$ cat src/rtl/core/ps2_mouse_cursor_tracker_core_defines.svh
// Assertion macros shared by the PS/2 mouse cursor tracker RTL.
// No dependencies; included by files that carry concurrent checks.
`ifndef PS2_MOUSE_CURSOR_TRACKER_CORE_DEFINES_SVH
`define PS2_MOUSE_CURSOR_TRACKER_CORE_DEFINES_SVH

// same-cycle implication, reset masks the check
`define PS2MCT_ASSERT_NOW(label, clk, rst, ante, cons, msg) \
   label: assert property (@(posedge clk) disable iff (rst) (ante) |-> (cons)) else $error(msg);

// next-cycle implication, reset masks the check
`define PS2MCT_ASSERT_NEXT(label, clk, rst, ante, cons, msg) \
   label: assert property (@(posedge clk) disable iff (rst) (ante) |=> (cons)) else $error(msg);

`endif

$ cat src/rtl/core/ps2mct_pkg.sv
// Package for the PS/2 mouse cursor tracker: widths, codes and shared types.
// No dependencies; used by ps2mct_clamp and ps2_mouse_cursor_tracker_core.
`timescale 1ns / 1ps

package ps2mct_pkg;

   // cursor position width and derived arithmetic width
   localparam int COORD_BITS  = 12;
   localparam int SUM_W       = COORD_BITS + 3;
   localparam int CURSOR_BITS = 11;
   localparam int DELTA_W     = 9;

   // register widths
   localparam int RES_W  = 12;
   localparam int SIZE_W = 8;

   // channel widths
   localparam int REQ_DATA_W = 8;
   localparam int RSP_DATA_W = 32;
   localparam int RSP_USER_W = 2;
   localparam int CSR_IDX_W  = 3;
   localparam int CSR_DATA_W = 12;

   // register indexes
   localparam logic [CSR_IDX_W-1:0] REG_SCREEN_WIDTH  = 3'd0;
   localparam logic [CSR_IDX_W-1:0] REG_SCREEN_HEIGHT = 3'd1;
   localparam logic [CSR_IDX_W-1:0] REG_CURSOR_WIDTH  = 3'd2;
   localparam logic [CSR_IDX_W-1:0] REG_CURSOR_HEIGHT = 3'd3;
   localparam logic [CSR_IDX_W-1:0] REG_EDGE_MARGIN   = 3'd4;
   localparam logic [CSR_IDX_W-1:0] REG_RIGHT_MARGIN  = 3'd5;

   // register reset values
   localparam logic [RES_W-1:0]  RST_SCREEN_WIDTH  = 12'd1024;
   localparam logic [RES_W-1:0]  RST_SCREEN_HEIGHT = 12'd768;
   localparam logic [SIZE_W-1:0] RST_CURSOR_SIZE   = 8'd22;
   localparam logic [SIZE_W-1:0] RST_MARGIN        = 8'd0;

   // byte position within a packet
   localparam logic [1:0] IDX_HEADER = 2'd0;
   localparam logic [1:0] IDX_XDELTA = 2'd1;
   localparam logic [1:0] IDX_YDELTA = 2'd2;
   localparam logic [1:0] IDX_STRAY  = 2'd3;

   // header bits
   localparam int HDR_SYNC_BIT = 3;
   localparam int HDR_XSIGN    = 4;
   localparam int HDR_YSIGN    = 5;

   // fixed margin in menu mode, start position
   localparam logic [SIZE_W-1:0]     MENU_MARGIN = 8'd5;
   localparam logic [COORD_BITS-1:0] POS_X_RST   = COORD_BITS'(512);
   localparam logic [COORD_BITS-1:0] POS_Y_RST   = COORD_BITS'(384);

   // largest position, in the signed arithmetic width
   localparam logic signed [SUM_W-1:0] COORD_MAX = SUM_W'((1 << COORD_BITS) - 1);

   // limits for one axis
   typedef struct packed {
      logic [SIZE_W-1:0] lo;
      logic [RES_W-1:0]  res;
      logic [SIZE_W-1:0] hi_margin;
      logic [SIZE_W-1:0] size;
   } clamp_bounds_type;

endpackage

$ cat src/rtl/core/ps2_mouse_cursor_tracker_core.sv
// Top level of the PS/2 mouse cursor tracker: packet framing, cursor state, handshakes.
// Depends on ps2mct_pkg, ps2mct_clamp and ps2_mouse_cursor_tracker_core_defines.svh.
//
//   port group | direction | tdata / data            | tuser
//   req_       | in        | data_byte               | menu_mode
//   rsp_       | out       | cursor_x, y, buttons    | packet_done, byte_dropped
//   csr_       | in        | register write (index)  | -
//
// One request per cycle sustained while responses are taken; each request gives one
// response (input register, then one add-and-clamp pass into the output register).
// The cursor and packet state update in that same pass, so requests follow back to back.
// Reset (synchronous, high) restores register defaults, start position 512/384, empty
// pipeline. A stalled response holds the output register; the input register still
// takes one more request, then req_tready drops until the response moves on.
`timescale 1ns / 1ps
`include "ps2_mouse_cursor_tracker_core_defines.svh"

module ps2_mouse_cursor_tracker_core (
   input  logic                                clock,
   input  logic                                reset,
   // request: [7:0] data_byte
   input  logic [ps2mct_pkg::REQ_DATA_W-1:0]   req_tdata,
   // request user: [0] menu_mode
   input  logic                                req_tuser,
   input  logic                                req_tvalid,
   output logic                                req_tready,
   // response: [10:0] cursor_x, [21:11] cursor_y, [22] button_left,
   // [23] button_right, [24] button_middle, [31:25] zero
   output logic [ps2mct_pkg::RSP_DATA_W-1:0]   rsp_tdata,
   // response user: [0] packet_done, [1] byte_dropped
   output logic [ps2mct_pkg::RSP_USER_W-1:0]   rsp_tuser,
   output logic                                rsp_tvalid,
   input  logic                                rsp_tready,
   // register writes
   input  logic                                csr_valid,
   output logic                                csr_ready,
   input  logic [ps2mct_pkg::CSR_IDX_W-1:0]    csr_index,
   input  logic [ps2mct_pkg::CSR_DATA_W-1:0]   csr_data
);
   import ps2mct_pkg::*;

   // configuration registers
   logic [RES_W-1:0]  screen_width_ff;
   logic [RES_W-1:0]  screen_height_ff;
   logic [SIZE_W-1:0] cursor_width_ff;
   logic [SIZE_W-1:0] cursor_height_ff;
   logic [SIZE_W-1:0] edge_margin_ff;
   logic [SIZE_W-1:0] right_margin_ff;

   // input stage
   logic                  in_valid_ff;
   logic                  in_valid_in;
   logic [REQ_DATA_W-1:0] in_data_ff;
   logic                  in_menu_ff;
   logic                  req_take;
   logic                  advance;

   // tracker state
   logic [1:0]            byte_index_ff, byte_index_in;
   logic [7:0]            header_ff, header_in;
   logic [7:0]            x_delta_ff, x_delta_in;
   logic [COORD_BITS-1:0] pos_x_ff, pos_x_in;
   logic [COORD_BITS-1:0] pos_y_ff, pos_y_in;
   logic [2:0]            buttons_ff, buttons_in;
   logic                  done_in;
   logic                  dropped_in;

   // output stage
   logic                   out_valid_ff;
   logic                   out_valid_in;
   logic [CURSOR_BITS-1:0] out_x_ff, out_x_in;
   logic [CURSOR_BITS-1:0] out_y_ff, out_y_in;
   logic [2:0]             out_buttons_ff;
   logic                   out_done_ff;
   logic                   out_dropped_ff;

   // axis datapath
   logic [DELTA_W-1:0]     dx;
   logic [DELTA_W-1:0]     dy;
   clamp_bounds_type       x_bounds;
   clamp_bounds_type       y_bounds;
   logic [COORD_BITS-1:0]  x_clamped;
   logic [COORD_BITS-1:0]  y_clamped;
   logic [COORD_BITS+CURSOR_BITS-1:0] x_wide;
   logic [COORD_BITS+CURSOR_BITS-1:0] y_wide;

   // register writes are always taken
   assign csr_ready = 1'b1;

   always_ff @(posedge clock) begin
      if (reset) begin
         screen_width_ff  <= RST_SCREEN_WIDTH;
         screen_height_ff <= RST_SCREEN_HEIGHT;
         cursor_width_ff  <= RST_CURSOR_SIZE;
         cursor_height_ff <= RST_CURSOR_SIZE;
         edge_margin_ff   <= RST_MARGIN;
         right_margin_ff  <= RST_MARGIN;
      end else if (csr_valid && csr_ready) begin
         unique case (csr_index)
            REG_SCREEN_WIDTH:  screen_width_ff  <= csr_data[RES_W-1:0];
            REG_SCREEN_HEIGHT: screen_height_ff <= csr_data[RES_W-1:0];
            REG_CURSOR_WIDTH:  cursor_width_ff  <= csr_data[SIZE_W-1:0];
            REG_CURSOR_HEIGHT: cursor_height_ff <= csr_data[SIZE_W-1:0];
            REG_EDGE_MARGIN:   edge_margin_ff   <= csr_data[SIZE_W-1:0];
            REG_RIGHT_MARGIN:  right_margin_ff  <= csr_data[SIZE_W-1:0];
            default: ;
         endcase
      end
   end

   // pipeline handshakes
   assign advance     = in_valid_ff && (!out_valid_ff || rsp_tready);
   assign req_tready  = !in_valid_ff || advance;
   assign req_take    = req_tvalid && req_tready;
   assign in_valid_in = req_take || (in_valid_ff && !advance);
   assign out_valid_in = advance || (out_valid_ff && !rsp_tready);

   // input register
   always_ff @(posedge clock) begin
      if (reset) begin
         in_valid_ff <= 1'b0;
      end else begin
         in_valid_ff <= in_valid_in;
      end
   end

   always_ff @(posedge clock) begin
      if (req_take) begin
         in_data_ff <= req_tdata;
         in_menu_ff <= req_tuser;
      end
   end

   // sign-extended deltas and per-axis limits
   assign dx = {header_ff[HDR_XSIGN], x_delta_ff};
   assign dy = {header_ff[HDR_YSIGN], in_data_ff};

   assign x_bounds.lo        = in_menu_ff ? MENU_MARGIN : edge_margin_ff;
   assign x_bounds.res       = screen_width_ff;
   assign x_bounds.hi_margin = in_menu_ff ? MENU_MARGIN : right_margin_ff;
   assign x_bounds.size      = cursor_width_ff;

   assign y_bounds.lo        = in_menu_ff ? MENU_MARGIN : edge_margin_ff;
   assign y_bounds.res       = screen_height_ff;
   assign y_bounds.hi_margin = in_menu_ff ? MENU_MARGIN : edge_margin_ff;
   assign y_bounds.size      = cursor_height_ff;

   ps2mct_clamp u_clamp_x (
      .pos     (pos_x_ff),
      .delta   (dx),
      .negate  (1'b0),
      .bounds  (x_bounds),
      .pos_out (x_clamped)
   );

   ps2mct_clamp u_clamp_y (
      .pos     (pos_y_ff),
      .delta   (dy),
      .negate  (1'b1),
      .bounds  (y_bounds),
      .pos_out (y_clamped)
   );

   // packet framing and cursor update
   always_comb begin
      byte_index_in = byte_index_ff;
      header_in     = header_ff;
      x_delta_in    = x_delta_ff;
      pos_x_in      = pos_x_ff;
      pos_y_in      = pos_y_ff;
      buttons_in    = buttons_ff;
      done_in       = 1'b0;
      dropped_in    = 1'b0;
      unique case (byte_index_ff)
         IDX_HEADER: begin
            if (!in_data_ff[HDR_SYNC_BIT]) begin
               dropped_in = 1'b1;
            end else begin
               header_in     = in_data_ff;
               byte_index_in = IDX_XDELTA;
            end
         end
         IDX_XDELTA: begin
            x_delta_in    = in_data_ff;
            byte_index_in = IDX_YDELTA;
         end
         // third byte, and the unreachable stray index
         IDX_YDELTA, IDX_STRAY: begin
            buttons_in = header_ff[2:0];
            if (dx != '0) begin
               pos_x_in = x_clamped;
            end
            if (dy != '0) begin
               pos_y_in = y_clamped;
            end
            byte_index_in = IDX_HEADER;
            done_in       = 1'b1;
         end
         default: ;
      endcase
   end

   always_ff @(posedge clock) begin
      if (reset) begin
         byte_index_ff <= IDX_HEADER;
         header_ff     <= '0;
         x_delta_ff    <= '0;
         pos_x_ff      <= POS_X_RST;
         pos_y_ff      <= POS_Y_RST;
         buttons_ff    <= '0;
      end else if (advance) begin
         byte_index_ff <= byte_index_in;
         header_ff     <= header_in;
         x_delta_ff    <= x_delta_in;
         pos_x_ff      <= pos_x_in;
         pos_y_ff      <= pos_y_in;
         buttons_ff    <= buttons_in;
      end
   end

   // low cursor bits, zero-filled for narrow positions
   assign x_wide   = {{CURSOR_BITS{1'b0}}, pos_x_in};
   assign y_wide   = {{CURSOR_BITS{1'b0}}, pos_y_in};
   assign out_x_in = x_wide[CURSOR_BITS-1:0];
   assign out_y_in = y_wide[CURSOR_BITS-1:0];

   // output register
   always_ff @(posedge clock) begin
      if (reset) begin
         out_valid_ff <= 1'b0;
      end else begin
         out_valid_ff <= out_valid_in;
      end
   end

   always_ff @(posedge clock) begin
      if (advance) begin
         out_x_ff       <= out_x_in;
         out_y_ff       <= out_y_in;
         out_buttons_ff <= buttons_in;
         out_done_ff    <= done_in;
         out_dropped_ff <= dropped_in;
      end
   end

   assign rsp_tvalid = out_valid_ff;
   assign rsp_tdata  = {{(RSP_DATA_W-2*CURSOR_BITS-3){1'b0}}, out_buttons_ff,
                        out_y_ff, out_x_ff};
   assign rsp_tuser  = {out_dropped_ff, out_done_ff};

   // checks
   `PS2MCT_ASSERT_NOW(a_stall_blocks_input, clock, reset,
      in_valid_ff && out_valid_ff && !rsp_tready, !req_tready,
      "request taken while both stages are stalled")
   `PS2MCT_ASSERT_NOW(a_done_xor_dropped, clock, reset,
      out_valid_ff, !(out_done_ff && out_dropped_ff),
      "response marked both packet done and byte dropped")
   `PS2MCT_ASSERT_NEXT(a_packet_wraps, clock, reset,
      advance && byte_index_ff[1], byte_index_ff == IDX_HEADER,
      "byte index did not wrap after the third byte")
   `PS2MCT_ASSERT_NEXT(a_state_holds, clock, reset,
      !advance, $stable(pos_x_ff) && $stable(pos_y_ff) && $stable(byte_index_ff),
      "tracker state changed without a request in flight")

endmodule

$ cat src/rtl/core/ps2mct_clamp.sv
// One cursor axis: applies a 9-bit delta and clamps against margins and screen size.
// Depends on ps2mct_pkg.
`timescale 1ns / 1ps

module ps2mct_clamp (
   input  logic [ps2mct_pkg::COORD_BITS-1:0]      pos,
   input  logic [ps2mct_pkg::DELTA_W-1:0]         delta,
   input  logic                                   negate,
   input  ps2mct_pkg::clamp_bounds_type           bounds,
   output logic [ps2mct_pkg::COORD_BITS-1:0]      pos_out
);
   import ps2mct_pkg::*;

   logic signed [SUM_W-1:0] pos_ext;
   logic signed [SUM_W-1:0] delta_ext;
   logic signed [SUM_W-1:0] moved;
   logic signed [SUM_W-1:0] lo_ext;
   logic signed [SUM_W-1:0] limit;
   logic signed [SUM_W-1:0] bounded;

   // widen everything into one signed width
   assign pos_ext   = $signed({{(SUM_W-COORD_BITS){1'b0}}, pos});
   assign delta_ext = $signed({{(SUM_W-DELTA_W){delta[DELTA_W-1]}}, delta});
   assign lo_ext    = $signed({{(SUM_W-SIZE_W){1'b0}}, bounds.lo});
   assign moved     = negate ? (pos_ext - delta_ext) : (pos_ext + delta_ext);

   // far edge: resolution less margin less cursor size
   assign limit = $signed({{(SUM_W-RES_W){1'b0}}, bounds.res})
                - $signed({{(SUM_W-SIZE_W){1'b0}}, bounds.hi_margin})
                - $signed({{(SUM_W-SIZE_W){1'b0}}, bounds.size});

   // near edge wins, then far edge
   always_comb begin
      if (moved < lo_ext) begin
         bounded = lo_ext;
      end else if (moved > limit) begin
         bounded = limit;
      end else begin
         bounded = moved;
      end
   end

   // saturate into the position range
   always_comb begin
      if (bounded < 0) begin
         pos_out = '0;
      end else if (bounded > COORD_MAX) begin
         pos_out = COORD_MAX[COORD_BITS-1:0];
      end else begin
         pos_out = bounded[COORD_BITS-1:0];
      end
   end

endmodule
$ cat config.mk
export PLATFORM = sky130hd
export DESIGN_NAME = ps2_mouse_cursor_tracker_core
export DESIGN_NICKNAME = d
export VERILOG_FILES = /design/src/rtl/core/ps2mct_pkg.sv /design/src/rtl/core/ps2_mouse_cursor_tracker_core.sv /design/src/rtl/core/ps2mct_clamp.sv
export VERILOG_INCLUDE_DIRS = /design/src /design/src/rtl/core
export SDC_FILE = /design/constraint.sdc
export NUM_CORES = 1
export LEC_CHECK = 0
export ABC_AREA = 1
export BUFFER_PORTS_ARGS = -buffer_cell sky130_fd_sc_hd__buf_2
export CAP_MARGIN = 10
export CORE_MARGIN = 4
export CORE_UTILIZATION = 54
export DETAILED_ROUTE_END_ITERATION = 8
export GPL_TIMING_DRIVEN = 0
export PLACE_DENSITY_LB_ADDON = 0.1
export SETUP_SLACK_MARGIN = 0.02
export SYNTH_ARGS = -nofsm -noshare
export SYNTH_HDL_FRONTEND = slang
export SYNTH_HIERARCHICAL = 1
export SYNTH_SLANG_ARGS = --single-unit
$ cat constraint.sdc
create_clock -name clock -period 6 [get_ports clock]
set_input_delay 1.5 -clock clock [delete_from_list [all_inputs] [get_ports clock]]
set_output_delay 1.5 -clock clock [all_outputs]
set_load 0.02 [all_outputs]
==> results.toml <==
[final_layout]
layout_commonest_cell = "nand2_1"
drive_gt1_frac = 0.1216
design_area_sq_mm = 0.01299
final_util = 0.6141
num_antenna_cells = 0
layout.nets = 2022
multi_input_area_sq_mm = 0.007162
regArea_sq_mm = 0.003083
syn_to_final_growth_pct = 11.47
final_cell_mix = "463 x nand2_1, 292 x inv_1, 200 x nor2_1, 136 x nand3_1, 109 x a21oi_1"
n_fill_cell = 2019

[worst_hold_path]
min_from = "buttons_ff[0]$_SDFFE_PP0P_"
hold_path_class = "flip-flop to flip-flop"

[cts]
cts.sinks = 136
clk_path_buf_depth = 2
cts_tree = "done"
clkTransAtPathRegs_ps = 60
numCtsBuffers = 17
h-tree-depth = 4
clk_latency_ps = 420
cts_setup_buffers = 0
ctsHoldBuffers = 0
cts_root_buffer = "clkbuf_16"

[pwr]
comb_power_share = 0.458
p_int_mw = 2.279
seq_power_share = 0.264
design_power_total_mw = 3.863
power_density_mw_per_mm2 = 297.4
leakage_nw = 6.667
p_switching_mw = 1.584
power_switching_share = 0.4101
vdd_drop_max_mv = 0.1702
clkPwrFrac = 0.278

[setup_path]
critPathLaunch = "in_menu_ff$_DFFE_PP_"
worstPathRequired_ps = 6180
r2r-start = "in_menu_ff$_DFFE_PP_"
cp-start-kind = "flip-flop"
cp_common_cell = "nand2_1"
critPathSlowestCell = "edfxtp_1"
path_max_fanout = 10
cp.arrival_ps = 5790
path_class = "flip-flop to flip-flop"
critical-path-max-stage-delay_ps = 500
end_kind = "flip-flop"

[synthesis]
synth_warnings = 6
synth_edf_count = 36
syn_avg_cell_area_sq_um = 6.489
ys_ff_latch = 136
syn_inst = 1796
syn_area_sq_mm = 0.01165
synth_flop_cell = "dfxtp_1"
seq_area_frac_synth = 0.2645
ys_types = 51
synthArstFlopShare = 0

[place]
place.gp.congestion = 0.9295
pre_cts_ws_ps = 44.69
dp_hpwl_um = 24580
portBuffers = 57
placed_area_sq_mm = 0.01234

[sta]
setup_violations = 0
rsz0062_at_grt = "no"
fin_crit_ps = 5612
drv_slew = 0
final.setup_skew_ps = 9.091
setup_tns_ps = 0
tightest_slew_ps = 671.4
timing.final.hold_violations = 0
setup_ws_ps = 388.0
fmax_mhz = 178.2
slew_headroom = 0.5524
fin_crit_sh = 0.9353

[floorplan]
dieArea_sq_mm = 0.02400
core_area_sq_mm = 0.02115
io-pin-count = 66
rows = 53
die_w_um = 154.9
initial_core_util = 0.5510
die_h_um = 154.9

[global_route]
grt_max_degree = 37
antenna_found_initial = 0
grt_pass1_wl_um = 48710
first_global_vias = 10013
grt_use_total = 0.2501
gr-total-overflow = 0

[job]
max_cap_viol_count = 0

[route]
remaining_drc_errors = 0
via_count = 11162
routedWlPerCell_um = 13.93
firstDrtPassIters = 6
routed_wl_um = 30310
drtIter0Drc = 811
avgViaCountPerCell = 5.132
antenna_left = 0

[run_status]
status = "completed"
[Yosys cell counts (11+ instances only)]
cell	n	share of area
edfxtp_1	36	0.093
nor2_1	204	0.066
buf_2	11	0.0047
a21oi_1	111	0.048
nand3_2	12	0.010
xnor2_1	12	0.0090
dfxtp_1	100	0.17
a21oi_2	13	0.0098
buf_4	14	0.0090
inv_1	293	0.094
nand2_1	465	0.15
ha_1	100	0.11
nand4_1	20	0.011
nor2_2	13	0.0070
nand2_2	19	0.010
inv_2	15	0.0048
nand3_1	136	0.058
clkbuf_1	13	0.0042
o21ai_0	88	0.038
xor2_1	37	0.028
[what timing repair did]
item | CTS | global route
endpoints found under the hold margin | 0 | 0
resized for setup | 0 | 23
endpoints found under the setup margin | 0 | 46
[cell families (layout without fill, tap and decap cells)]
family,count (synthesis),after routing,share of synthesized area
AOI/OAI and AO/OA,233,233,0.1103
xor gates and xnor gates,49,49,0.03682
adders and majority gates,106,106,0.1177
buffers and inverters,359,448,0.1289
DFF,136,136,0.2645
other,2,17,0.0006444
and+or+nand+nor,911,911,0.3412
[layer usage]
metal | vias to the layer above | global-route usage | part of all wire | routed length [um]
li1 | 5849 | - | - | -
met1 | 5009 | 0.3419 | 0.47 | 14120
met2 | 257 | 0.4133 | 0.46 | 13990
met3 | 47 | 0.03866 | 0.051 | 1535
met4 | 0 | 0.06770 | 0.022 | 666
met5 | - | 0 | 0 | 0
[power groups by stage]
| stage | combinational [mW] | clock [mW] | sequential, mW |
|---|---|---|---|
| floorplan | 1.32 | 0 | 1.04 |
| global placement | 1.70 | 0 | 1.04 |
| detailed placement | 1.72 | 0 | 1.04 |
| CTS | 1.74 | 1.09 | 1.02 |
| global route | 2.00 | 1.13 | 1.02 |
| finish | 1.77 | 1.07 | 1.02 |
[state kept, by name (all words and copies together) (netlist names), 11 cells and up]
name / flops
screen_height_ff: 12
pos_x_ff: 12
out_y_ff: 11
screen_width_ff: 12
out_x_ff: 11
pos_y_ff: 12
[worst max-delay path, delay by kind of cell, from the launching register on]
family,cells,cell delay (ps)
xor+xnor,2,410
fa+ha+maj,3,970
simple gates,13,1740
flops,1,500
buf+inv,5,590
compound gates,8,1120
[final cells by class]
type,instances,share of cell area
sequential,136,0.2373
buffer,50,0.02687
clock inverter,12,0.01059
inverter,309,0.08947
multi-input combinational,1316,0.5513
timing repair buffer,57,0.02196
clock buffer,20,0.03602
tap,275,0.02649
[worst paths after layout]
check / to / slack, ps / cells past startpoint
worst max-delay path: out_y_ff[8]$_DFFE_PP_ / 390 / 31
worst min-delay path: buttons_ff[0]$_SDFFE_PP0P_ / 450 / 2
worst max register to register: out_y_ff[8]$_DFFE_PP_ / 390 / 31
worst min register to register: buttons_ff[0]$_SDFFE_PP0P_ / 450 / 2
[stage by stage]
step	hold slack, ps	std cells
detailed placement	441.3	2143
global route	470.9	2175
floorplan	424.4	1811
finish	449.8	2175
CTS	450.4	2175
global placement	436.0	2143
No activity file was read; power rests on OpenSTA's default activity.
